===== src/sv/mclg_pkg.sv =====
package mclg_pkg;

    localparam int MAX_MIPS_DEF   = 16;
    localparam int QUEUE_DEPTH_DEF = 2;

    localparam int IN_TDATA_W  = 64;
    localparam int OUT_TDATA_W = 168;
    localparam int APB_ADDR_W  = 3;
    localparam int APB_DATA_W  = 32;

    // register index codes, taken from paddr[2]
    localparam logic REG_BLOCK_IS_4X4 = 1'b0;
    localparam logic REG_BLOCK_BYTES  = 1'b1;

    localparam logic [5:0] BLOCK_BYTES_RST = 6'd4;
    localparam logic [20:0] STRIDE_SAT     = 21'h1F_FFFF;
    localparam logic [32:0] ACC_LIMIT      = 33'h1_0000_0000;

    typedef struct packed {
        logic       big;
        logic [5:0] bytes;
    } t_cfg;

    // one normalised texture descriptor waiting in the queue
    typedef struct packed {
        logic [15:0] w;
        logic [15:0] h;
        logic [11:0] d;
        logic [11:0] layers;
        logic [4:0]  count;
        logic        big;
        logic [5:0]  bytes;
    } t_desc;

    typedef struct packed {
        logic [3:0]  level;
        logic [15:0] level_width;
        logic [15:0] level_height;
        logic [11:0] level_depth;
        logic [16:0] row_length;
        logic [16:0] image_height;
        logic [20:0] row_byte_stride;
        logic [31:0] level_offset;
        logic [31:0] total_size;
        logic        overflow;
        logic        last;
    } t_res;

    function automatic logic [15:0] halve16(input logic [15:0] v);
        return (v[15:1] == 15'd0) ? 16'd1 : {1'b0, v[15:1]};
    endfunction

    function automatic logic [11:0] halve12(input logic [11:0] v);
        return (v[11:1] == 11'd0) ? 12'd1 : {1'b0, v[11:1]};
    endfunction

    function automatic logic [15:0] blocks(input logic [15:0] v, input logic big);
        logic [16:0] r;
        r = (17'(v) + 17'd3) >> 2;
        return big ? r[15:0] : v;
    endfunction

endpackage


===== src/sv/mip_chain_layout_generator_top.sv =====
// mip chain layout generator
// slave stream: one texture descriptor per beat; tdata holds base_width [15:0],
// base_height [31:16], base_depth [43:32], layer_count [55:44], mip_count [60:56].
// master stream: one beat per mip level in order; tlast on the final level, tuser
// carries the overflow flag, tdata packs the level's extent, rounded row length and
// image height, row byte stride, packed offset and (on the last beat) the total.
// apb port: block_is_4x4 at 0x0, block_bytes at 0x4; write only while idle.
// flow: a descriptor is taken whenever the descriptor queue has room; the level
// sequencer loads a descriptor in its idle step and then, for each level, runs
// two registered multiply steps and the emit step.
// a mip_count of zero gives no beats at all.
// when the receiver stalls, the output register holds its beat and the sequencer
// waits in its emit step; the queue keeps taking descriptors until it is full.
// reset empties the queue and the sequencer and restores block_is_4x4 = 0 and
// block_bytes = 4.
module mip_chain_layout_generator_top
    import mclg_pkg::*;
#(
    parameter int MAX_MIPS    = MAX_MIPS_DEF,
    parameter int QUEUE_DEPTH = QUEUE_DEPTH_DEF
) (
    input  logic                   i_clk,
    input  logic                   i_rst_n,
    input  logic                   psel,
    input  logic                   penable,
    input  logic                   pwrite,
    input  logic [APB_ADDR_W-1:0]  paddr,
    input  logic [APB_DATA_W-1:0]  pwdata,
    output logic [APB_DATA_W-1:0]  prdata,
    output logic                   pready,
    input  logic                   i_s_axis_tvalid,
    output logic                   o_s_axis_tready,
    // base_width, base_height, base_depth, layer_count, mip_count, zero pad
    input  logic [IN_TDATA_W-1:0]  i_s_axis_tdata,
    output logic                   o_m_axis_tvalid,
    input  logic                   i_m_axis_tready,
    // level, level_width, level_height, level_depth, row_length, image_height,
    // row_byte_stride, level_offset, total_size, zero pad
    output logic [OUT_TDATA_W-1:0] o_m_axis_tdata,
    output logic                   o_m_axis_tlast,
    // overflow
    output logic                   o_m_axis_tuser
);

    logic  push;
    logic  full;
    logic  pop;
    logic  empty;
    t_desc desc_in;
    t_desc desc_out;
    t_res  res;

    mclg_front #(
        .MAX_MIPS (MAX_MIPS)
    ) u_front (
        .i_clk   (i_clk),
        .i_rst_n (i_rst_n),
        .psel    (psel),
        .penable (penable),
        .pwrite  (pwrite),
        .paddr   (paddr),
        .pwdata  (pwdata),
        .prdata  (prdata),
        .pready  (pready),
        .i_valid (i_s_axis_tvalid),
        .i_data  (i_s_axis_tdata),
        .o_ready (o_s_axis_tready),
        .o_push  (push),
        .o_desc  (desc_in),
        .i_full  (full)
    );

    mclg_fifo #(
        .DEPTH (QUEUE_DEPTH)
    ) u_fifo (
        .i_clk   (i_clk),
        .i_rst_n (i_rst_n),
        .i_push  (push),
        .i_data  (desc_in),
        .o_full  (full),
        .i_pop   (pop),
        .o_data  (desc_out),
        .o_empty (empty)
    );

    mclg_back u_back (
        .i_clk   (i_clk),
        .i_rst_n (i_rst_n),
        .i_empty (empty),
        .i_desc  (desc_out),
        .o_pop   (pop),
        .o_valid (o_m_axis_tvalid),
        .i_ready (i_m_axis_tready),
        .o_res   (res)
    );

    assign o_m_axis_tdata = {1'b0, res.total_size, res.level_offset, res.row_byte_stride,
                             res.image_height, res.row_length, res.level_depth,
                             res.level_height, res.level_width, res.level};
    assign o_m_axis_tlast = res.last;
    assign o_m_axis_tuser = res.overflow;

endmodule


===== src/sv/mclg_fifo.sv =====
module mclg_fifo
    import mclg_pkg::*;
#(
    parameter int DEPTH = QUEUE_DEPTH_DEF
) (
    input  logic  i_clk,
    input  logic  i_rst_n,
    input  logic  i_push,
    input  t_desc i_data,
    output logic  o_full,
    input  logic  i_pop,
    output t_desc o_data,
    output logic  o_empty
);

    localparam int PW = $clog2(DEPTH);
    localparam int CW = $clog2(DEPTH + 1);

    t_desc          r_mem [DEPTH];
    logic [PW-1:0]  r_wptr;
    logic [PW-1:0]  r_rptr;
    logic [CW-1:0]  r_cnt;

    logic do_push;
    logic do_pop;

    assign o_full  = (r_cnt == CW'(DEPTH));
    assign o_empty = (r_cnt == '0);
    assign do_push = i_push && !o_full;
    assign do_pop  = i_pop && !o_empty;
    assign o_data  = r_mem[r_rptr];

    always_ff @(posedge i_clk) begin
        if (do_push) begin
            r_mem[r_wptr] <= i_data;
        end
    end

    always_ff @(posedge i_clk) begin
        if (!i_rst_n) begin
            r_wptr <= '0;
            r_rptr <= '0;
            r_cnt  <= '0;
        end else begin
            if (do_push) begin
                r_wptr <= (r_wptr == PW'(DEPTH - 1)) ? '0 : r_wptr + 1'b1;
            end
            if (do_pop) begin
                r_rptr <= (r_rptr == PW'(DEPTH - 1)) ? '0 : r_rptr + 1'b1;
            end
            if (do_push && !do_pop) begin
                r_cnt <= r_cnt + 1'b1;
            end else if (do_pop && !do_push) begin
                r_cnt <= r_cnt - 1'b1;
            end
        end
    end

    a_cnt_bound: assert property (@(posedge i_clk) disable iff (!i_rst_n)
        r_cnt <= CW'(DEPTH))
        else $error("queue fill count beyond depth");

    a_ptr_match: assert property (@(posedge i_clk) disable iff (!i_rst_n)
        (r_cnt == '0) |-> (r_wptr == r_rptr))
        else $error("empty queue with pointers apart");

endmodule


===== src/sv/mclg_front.sv =====
module mclg_front
    import mclg_pkg::*;
#(
    parameter int MAX_MIPS = MAX_MIPS_DEF
) (
    input  logic                   i_clk,
    input  logic                   i_rst_n,
    input  logic                   psel,
    input  logic                   penable,
    input  logic                   pwrite,
    input  logic [APB_ADDR_W-1:0]  paddr,
    input  logic [APB_DATA_W-1:0]  pwdata,
    output logic [APB_DATA_W-1:0]  prdata,
    output logic                   pready,
    input  logic                   i_valid,
    input  logic [IN_TDATA_W-1:0]  i_data,
    output logic                   o_ready,
    output logic                   o_push,
    output t_desc                  o_desc,
    input  logic                   i_full
);

    localparam int CAP = (MAX_MIPS < 16) ? MAX_MIPS : 16;

    t_cfg       r_cfg;
    logic       wr_en;
    logic [4:0] count_in;

    assign pready = 1'b1;
    assign wr_en  = psel && penable && pwrite;

    always_ff @(posedge i_clk) begin
        if (!i_rst_n) begin
            r_cfg.big   <= 1'b0;
            r_cfg.bytes <= BLOCK_BYTES_RST;
        end else if (wr_en) begin
            case (paddr[2])
                REG_BLOCK_IS_4X4: r_cfg.big   <= pwdata[0];
                REG_BLOCK_BYTES:  r_cfg.bytes <= pwdata[5:0];
                default: ;
            endcase
        end
    end

    always_comb begin
        case (paddr[2])
            REG_BLOCK_IS_4X4: prdata = APB_DATA_W'(r_cfg.big);
            REG_BLOCK_BYTES:  prdata = APB_DATA_W'(r_cfg.bytes);
            default:          prdata = '0;
        endcase
    end

    assign count_in = i_data[60:56];
    assign o_ready  = !i_full;
    // a descriptor with no levels gives no results and never enters the queue
    assign o_push   = i_valid && !i_full && (count_in != 5'd0);

    always_comb begin
        o_desc.w      = (i_data[15:0] == 16'd0) ? 16'd1 : i_data[15:0];
        o_desc.h      = (i_data[31:16] == 16'd0) ? 16'd1 : i_data[31:16];
        o_desc.d      = (i_data[43:32] == 12'd0) ? 12'd1 : i_data[43:32];
        o_desc.layers = i_data[55:44];
        o_desc.count  = (count_in > 5'(CAP)) ? 5'(CAP) : count_in;
        o_desc.big    = r_cfg.big;
        o_desc.bytes  = r_cfg.bytes;
    end

endmodule


===== src/sv/mclg_back.sv =====
module mclg_back
    import mclg_pkg::*;
(
    input  logic  i_clk,
    input  logic  i_rst_n,
    input  logic  i_empty,
    input  t_desc i_desc,
    output logic  o_pop,
    output logic  o_valid,
    input  logic  i_ready,
    output t_res  o_res
);

    typedef enum logic [1:0] {
        S_IDLE,
        S_MUL1,
        S_MUL2,
        S_EMIT
    } t_state;

    t_state       r_state;
    logic [15:0]  r_w;
    logic [15:0]  r_h;
    logic [11:0]  r_d;
    logic [4:0]   r_count;
    logic [4:0]   r_level;
    logic         r_big;
    logic [5:0]   r_bytes;
    logic [17:0]  r_lb;
    logic [31:0]  r_pa;
    logic [29:0]  r_pd;
    logic [61:0]  r_size;
    logic [20:0]  r_stride;
    logic [32:0]  r_acc;
    logic         r_valid;
    t_res         r_res;

    logic [15:0]  bw;
    logic [15:0]  bh;
    logic [21:0]  stride_raw;
    logic [32:0]  size_c;
    logic [33:0]  sum;
    logic [32:0]  acc_new;
    logic         is_last;
    logic         can_load;

    assign bw         = blocks(r_w, r_big);
    assign bh         = blocks(r_h, r_big);
    assign stride_raw = 22'(bw) * 22'(r_bytes);
    assign size_c     = (r_size[61:32] != 30'd0) ? ACC_LIMIT : {1'b0, r_size[31:0]};
    assign sum        = {1'b0, r_acc} + {1'b0, size_c};
    assign acc_new    = (sum > {1'b0, ACC_LIMIT}) ? ACC_LIMIT : sum[32:0];
    assign is_last    = ((r_level + 5'd1) == r_count);
    assign can_load   = !r_valid || i_ready;

    assign o_pop   = (r_state == S_IDLE) && !i_empty;
    assign o_valid = r_valid;
    assign o_res   = r_res;

    always_ff @(posedge i_clk) begin
        if (!i_rst_n) begin
            r_state <= S_IDLE;
            r_valid <= 1'b0;
        end else begin
            if ((r_state == S_EMIT) && can_load) begin
                r_valid <= 1'b1;
            end else if (r_valid && i_ready) begin
                r_valid <= 1'b0;
            end
            case (r_state)
                S_IDLE: begin
                    if (!i_empty) begin
                        r_w     <= i_desc.w;
                        r_h     <= i_desc.h;
                        r_d     <= i_desc.d;
                        r_count <= i_desc.count;
                        r_big   <= i_desc.big;
                        r_bytes <= i_desc.bytes;
                        r_lb    <= 18'(i_desc.layers) * 18'(i_desc.bytes);
                        r_level <= '0;
                        r_acc   <= '0;
                        r_state <= S_MUL1;
                    end
                end
                S_MUL1: begin
                    r_pa     <= 32'(bw) * 32'(bh);
                    r_pd     <= 30'(r_d) * 30'(r_lb);
                    r_stride <= stride_raw[21] ? STRIDE_SAT : stride_raw[20:0];
                    r_state  <= S_MUL2;
                end
                S_MUL2: begin
                    r_size  <= 62'(r_pa) * 62'(r_pd);
                    r_state <= S_EMIT;
                end
                S_EMIT: begin
                    if (can_load) begin
                        r_res.level          <= r_level[3:0];
                        r_res.level_width    <= r_w;
                        r_res.level_height   <= r_h;
                        r_res.level_depth    <= r_d;
                        r_res.row_length     <= r_big ? {bw[14:0], 2'b00} : {1'b0, bw};
                        r_res.image_height   <= r_big ? {bh[14:0], 2'b00} : {1'b0, bh};
                        r_res.row_byte_stride <= r_stride;
                        r_res.level_offset   <= r_acc[32] ? 32'hFFFF_FFFF : r_acc[31:0];
                        r_res.total_size     <= !is_last ? 32'd0 :
                                                (acc_new[32] ? 32'hFFFF_FFFF : acc_new[31:0]);
                        r_res.overflow       <= acc_new[32];
                        r_res.last           <= is_last;
                        r_acc   <= acc_new;
                        r_w     <= halve16(r_w);
                        r_h     <= halve16(r_h);
                        r_d     <= halve12(r_d);
                        r_level <= r_level + 5'd1;
                        r_state <= is_last ? S_IDLE : S_MUL1;
                    end
                end
                default: r_state <= S_IDLE;
            endcase
        end
    end

    a_level_range: assert property (@(posedge i_clk) disable iff (!i_rst_n)
        (r_state == S_MUL1) |-> (r_level < r_count))
        else $error("level index past the run length");

    a_total_last: assert property (@(posedge i_clk) disable iff (!i_rst_n)
        (r_valid && !r_res.last) |-> (r_res.total_size == 32'd0))
        else $error("total size shown before the final level");

endmodule

===== config.mk =====
export PLATFORM = sky130hd
export DESIGN_NAME = mip_chain_layout_generator_top
export DESIGN_NICKNAME = d
export VERILOG_FILES = /design/src/sv/mclg_pkg.sv /design/src/sv/mip_chain_layout_generator_top.sv /design/src/sv/mclg_fifo.sv /design/src/sv/mclg_front.sv /design/src/sv/mclg_back.sv
export SDC_FILE = /design/constraint.sdc
export NUM_CORES = 2
export LEC_CHECK = 0
export BUFFER_PORTS_ARGS = -buffer_cell sky130_fd_sc_hd__buf_2
export CORE_MARGIN = 2
export CORE_UTILIZATION = 59
export DETAILED_ROUTE_END_ITERATION = 8
export GPL_TIMING_DRIVEN = 0
export PLACE_DENSITY = 0.81
export SLEW_MARGIN = 30
export SYNTH_ARGS = -nofsm -noshare
export SYNTH_HDL_FRONTEND = slang
export SYNTH_SLANG_ARGS = --single-unit

===== constraint.sdc =====
create_clock -name i_clk -period 22.6 [get_ports i_clk]
set_clock_uncertainty 0.15 [all_clocks]
set_input_delay 2.26 -clock i_clk [delete_from_list [all_inputs] [get_ports i_clk]]
set_output_delay 2.26 -clock i_clk [all_outputs]
set_load 0.03 [all_outputs]

==> parameters.txt <==
Parameter                              Value

GRT
  Largest net degree at the start of global routing ... between 50 and 60
  Via count of the first global-routing pass ... just under 60,000
  Tot GR Track Use ... between 30 and 40%
  Initial antenna violation count ... 26
  First-pass GRT wire length ... ~370,000 um
  Aggregate global routing overflow ... 0

Routing
  Drc violations ... 0
  Routed len/inst ... about 26 um
  Starting DRT DRC Count ... 5,173
  Wire length on met3 ... approximately 22,000 um
  Met1 Routed Length ... 88,500 um
  Vias post-DR ... 55,000
  DR vias/cell ... approximately 5.8
  Total routed wirelength ... roughly 250,000 um
  Drt pass-1 iters ... 6
  Remaining antenna violation count ... 0
  Met2 wirelength from detailed routing ... about 120,000 um
  Highest metal layer with signal wires ... met5

Yosys
  Async set-or-reset flop fraction in the synthesized netlist ... 0%
  Post-synth EDFFs ... 562
  Average footprint of a synthesized cell ... roughly 10 um2
  Count of different cell masters after synthesis ... 74
  Number of warnings reported in the yosys synthesis log ... 0
  Number of synthesized register bits ... 577
  Synth top area share ... 34.9%
  Cell count after synthesis ... between 7,000 and 8,000
  Dominant cells by area after synthesis ... fa_1 (35%), edfxtp_1 (23%), ha_1 (8.7%)
  Sequential element share of the synthesized area ... a little under a quarter
  Synth Flop Type ... edfxtp_1
  Post-synthesis instance area ... roughly 74,000 um2
  Biggest area consumer among synthesized cells ... fa_1

Critical path
  Worst endpoint data arrival time ... about 11 ns
  CP required ... 22.91 ns
  Capture point of the worst reg-to-reg path ... u_back.r_pa[31]
  Start-to-end type of the worst setup path ... reg -> reg
  Kind of end point of the critical path ... flop
  CP max stage delay ... a little over 0.8 ns
  Worst R2R Setup Slack ... about 12 ns
  Worst-path cell with the longest stage delay ... clkbuf_1
  R2R cell count ... 35
  Startpoint types ... flop
  Highest net fanout along the worst path ... 10
  Startpoint of the most critical register-to-register path ... u_back.r_w[3]
  Most prevalent standard cell on the critical path ... fa_1

Timing
  Post-route minimum period ... between 10 and 15 ns
  Fmax ... roughly 0.096 GHz
  Setup violators final ... 0
  Fin Setup TNS ... 0 ns
  Pin slew with the least headroom to its limit ... about 1.2 ns
  Headroom to the max-slew limit ... 19.6%
  Final slew viol count ... 0
  Hold Violations, Final ... 0
  Setup repair after global routing missed its margin ... no
  Post-route fraction of the period consumed by the critical path ... a little under half

Floorplan
  Overall die width ... roughly 360 um
  Row count ... approximately 130
  I/O pin total ... between 300 and 400
  Starting density of the core ... slightly below 60%
  Area of the placeable core ... between 100,000 and 150,000 um2
  Die ar. ... around 130,000 um2
  Die height ... about 360 um

CTS
  Resize count post-CTS ... 0
  Count of buffers added by post-CTS timing repair for setup ... 0
  Source-to-sink clock delay at the later pin of the worst-skew pair ... 0.71 ns
  Cts hold-fix bufs ... 0
  Clock edge transition at the registers on the reported setup and hold paths ... around 0.070 ns
  H-tree levels ... 2
  Clock Root Buffer ... clkbuf_16
  Count of clock tree sinks ... about 580
  Clock tree from TritonCTS ... built
  Maximum number of buffers from clock root to sink ... 3
  Number of CTS-inserted buffers ... 60

Final layout
  Number of nets in the layout ... approximately 9,700
  Cell Count, Final, Fillers Out ... 9,457
  Number of fillers in the final layout ... around 9,900
  Area growth from synthesis to layout ... 8.55%
  Share of final-layout standard cells stronger than drive strength 1 ... between 7 and 8%

Worst hold path
  Worst Min Path Start ... u_back.r_stride[2]
  Worst hold path endpoint ... u_back.o_res[68]
  HP Class ... reg -> reg
  Number of cells traversed by the worst hold path ... 0

Status
  Result of the run ... completed

Placement
  Port Buffer Count ... 250
  Detailed placement HPWL ... around 200,000 um
  Global placer's final weighted congestion ... between 1 and 1.5
  Number of instances in the placed design ... a little over 9,000

Run
  Max-cap viol count ... 0
[cells in the final DEF (no fill, tap or decap), types with 71 or more instances in the layout]
cell type / n
and2_1: 746
clkbuf_1: 334
nor2_1: 282
ha_1: 517
a21o_1: 71
buf_2: 265
fa_1: 1289
o21ai_0: 132
xnor2_1: 142
inv_1: 1387
a21oi_1: 185
edfxtp_1: 562
nand2_1: 941
[cells by family after synthesis]
kind of cell,synth area share (%)
adder cells (fa/ha/maj),43.6
buffers and inverters,9.44
XOR/XNOR,2.47
flip-flops,23.2
other,0.0101
AO/OA/AOI/OAI,4.99
multiplexers,1.08
AND/OR/NAND/NOR,15.2
[worst max-delay path, delay by kind of cell (launching register included)]
family	cells	cell delay (ns)
xor+xnor	1	0.11
simple gates	12	2.68
flops	1	0.37
mux	1	0.13
fa+ha+maj	7	3.49
compound gates	8	1.84
buf+inv	6	1.38
[worst max path at each step]
stage / start / end / slack [ns]
4_1_cts: u_back.r_w[3] / u_back.r_pa[31] / 12.38
5_1_grt: u_back.r_w[3] / u_back.r_pa[31] / 11.69
3_3_place_gp: u_back.r_state[0] / u_back.o_res[40] / 8.63
2_1_floorplan: i_m_axis_tready / u_back.o_res[0] / 12.40
6_report: u_back.r_w[3] / u_back.r_pa[31] / 12.19
3_5_place_dp: u_back.r_w[3] / u_back.r_pa[31] / 12.42
[state kept, by name, summed over array words and instances, names as in the netlist, 2 cells and up, named ones only]
| name | flops |
|---|---|
| u_back.r_d | 12 |
| u_back.r_state | 2 |
| u_back.r_level | 5 |
| u_back.r_pa | 32 |
| u_back.r_stride | 21 |
| u_fifo.r_mem | 136 |
| u_front.o_desc | 7 |
| u_back.r_lb | 18 |
| u_back.r_size | 62 |
| u_back.r_acc | 33 |
| u_back.r_count | 5 |
| u_back.r_pd | 30 |
| u_back.o_res | 169 |
| u_back.r_w | 16 |
| u_back.r_bytes | 6 |
| u_back.r_h | 16 |
| u_fifo.r_cnt | 2 |
[routing by layer]
metal	vias up	global-route usage, %
met4	4	26.7
met2	3098	64.1
met5	-	0
met1	27700	47.6
li1	23400	-
met3	820	8.01
[area by class of cell]
class | instances | area, um2 | area share (%)
Antenna cell | 21 | 52.6 | 0.0654
Clock inverter | 45 | 612 | 0.762
Timing Repair Buffer | 281 | 1800 | 2.24
Buffer | 435 | 1820 | 2.27
Sequential cell | 577 | 17200 | 21.4
Tap cell | 1637 | 2050 | 2.55
Multi-Input combinational cell | 5000 | 50000 | 62.3
Clock buffer | 68 | 1560 | 1.94
Inverter | 1393 | 5230 | 6.51
[cell usage after synthesis, types with 15 or more instances]
| master | number |
|---|---|
| inv_1 | 1387 |
| fa_1 | 1289 |
| nand2_1 | 941 |
| and2_1 | 748 |
| edfxtp_1 | 562 |
| ha_1 | 517 |
| clkbuf_1 | 381 |
| nor2_1 | 287 |
| a21oi_1 | 188 |
| xnor2_1 | 142 |
| o21ai_0 | 134 |
| a21o_1 | 71 |
| xor2_1 | 67 |
| mux2i_1 | 61 |
| nand3_1 | 46 |
| or2_2 | 43 |
| nor2b_1 | 41 |
| and3_1 | 34 |
| nor3_1 | 33 |
| o21a_1 | 30 |
| nand2b_1 | 29 |
| buf_4 | 28 |
| nand4_1 | 26 |
| nor4_1 | 25 |
| o21bai_1 | 22 |
| mux2_2 | 17 |
| o211ai_1 | 17 |
| dfxtp_1 | 15 |
[stage by stage]
stage / worst slack, ns / hold slack, ns / cell area [um2] / utilization (%)
floorplan: 12.40 / 0.250 / 74100 / -
global placement: 8.63 / 0.258 / 77400 / 62.4
detailed placement: 12.42 / 0.255 / 78100 / 62.9
CTS: 12.38 / 0.229 / 80300 / 64.7
global route: 11.69 / 0.252 / 80300 / 64.7
finish: 12.19 / 0.244 / 80300 / 64.7
Power is not shown: default switching activity piles up to over one toggle a cycle in this logic, so the estimate is an artifact.
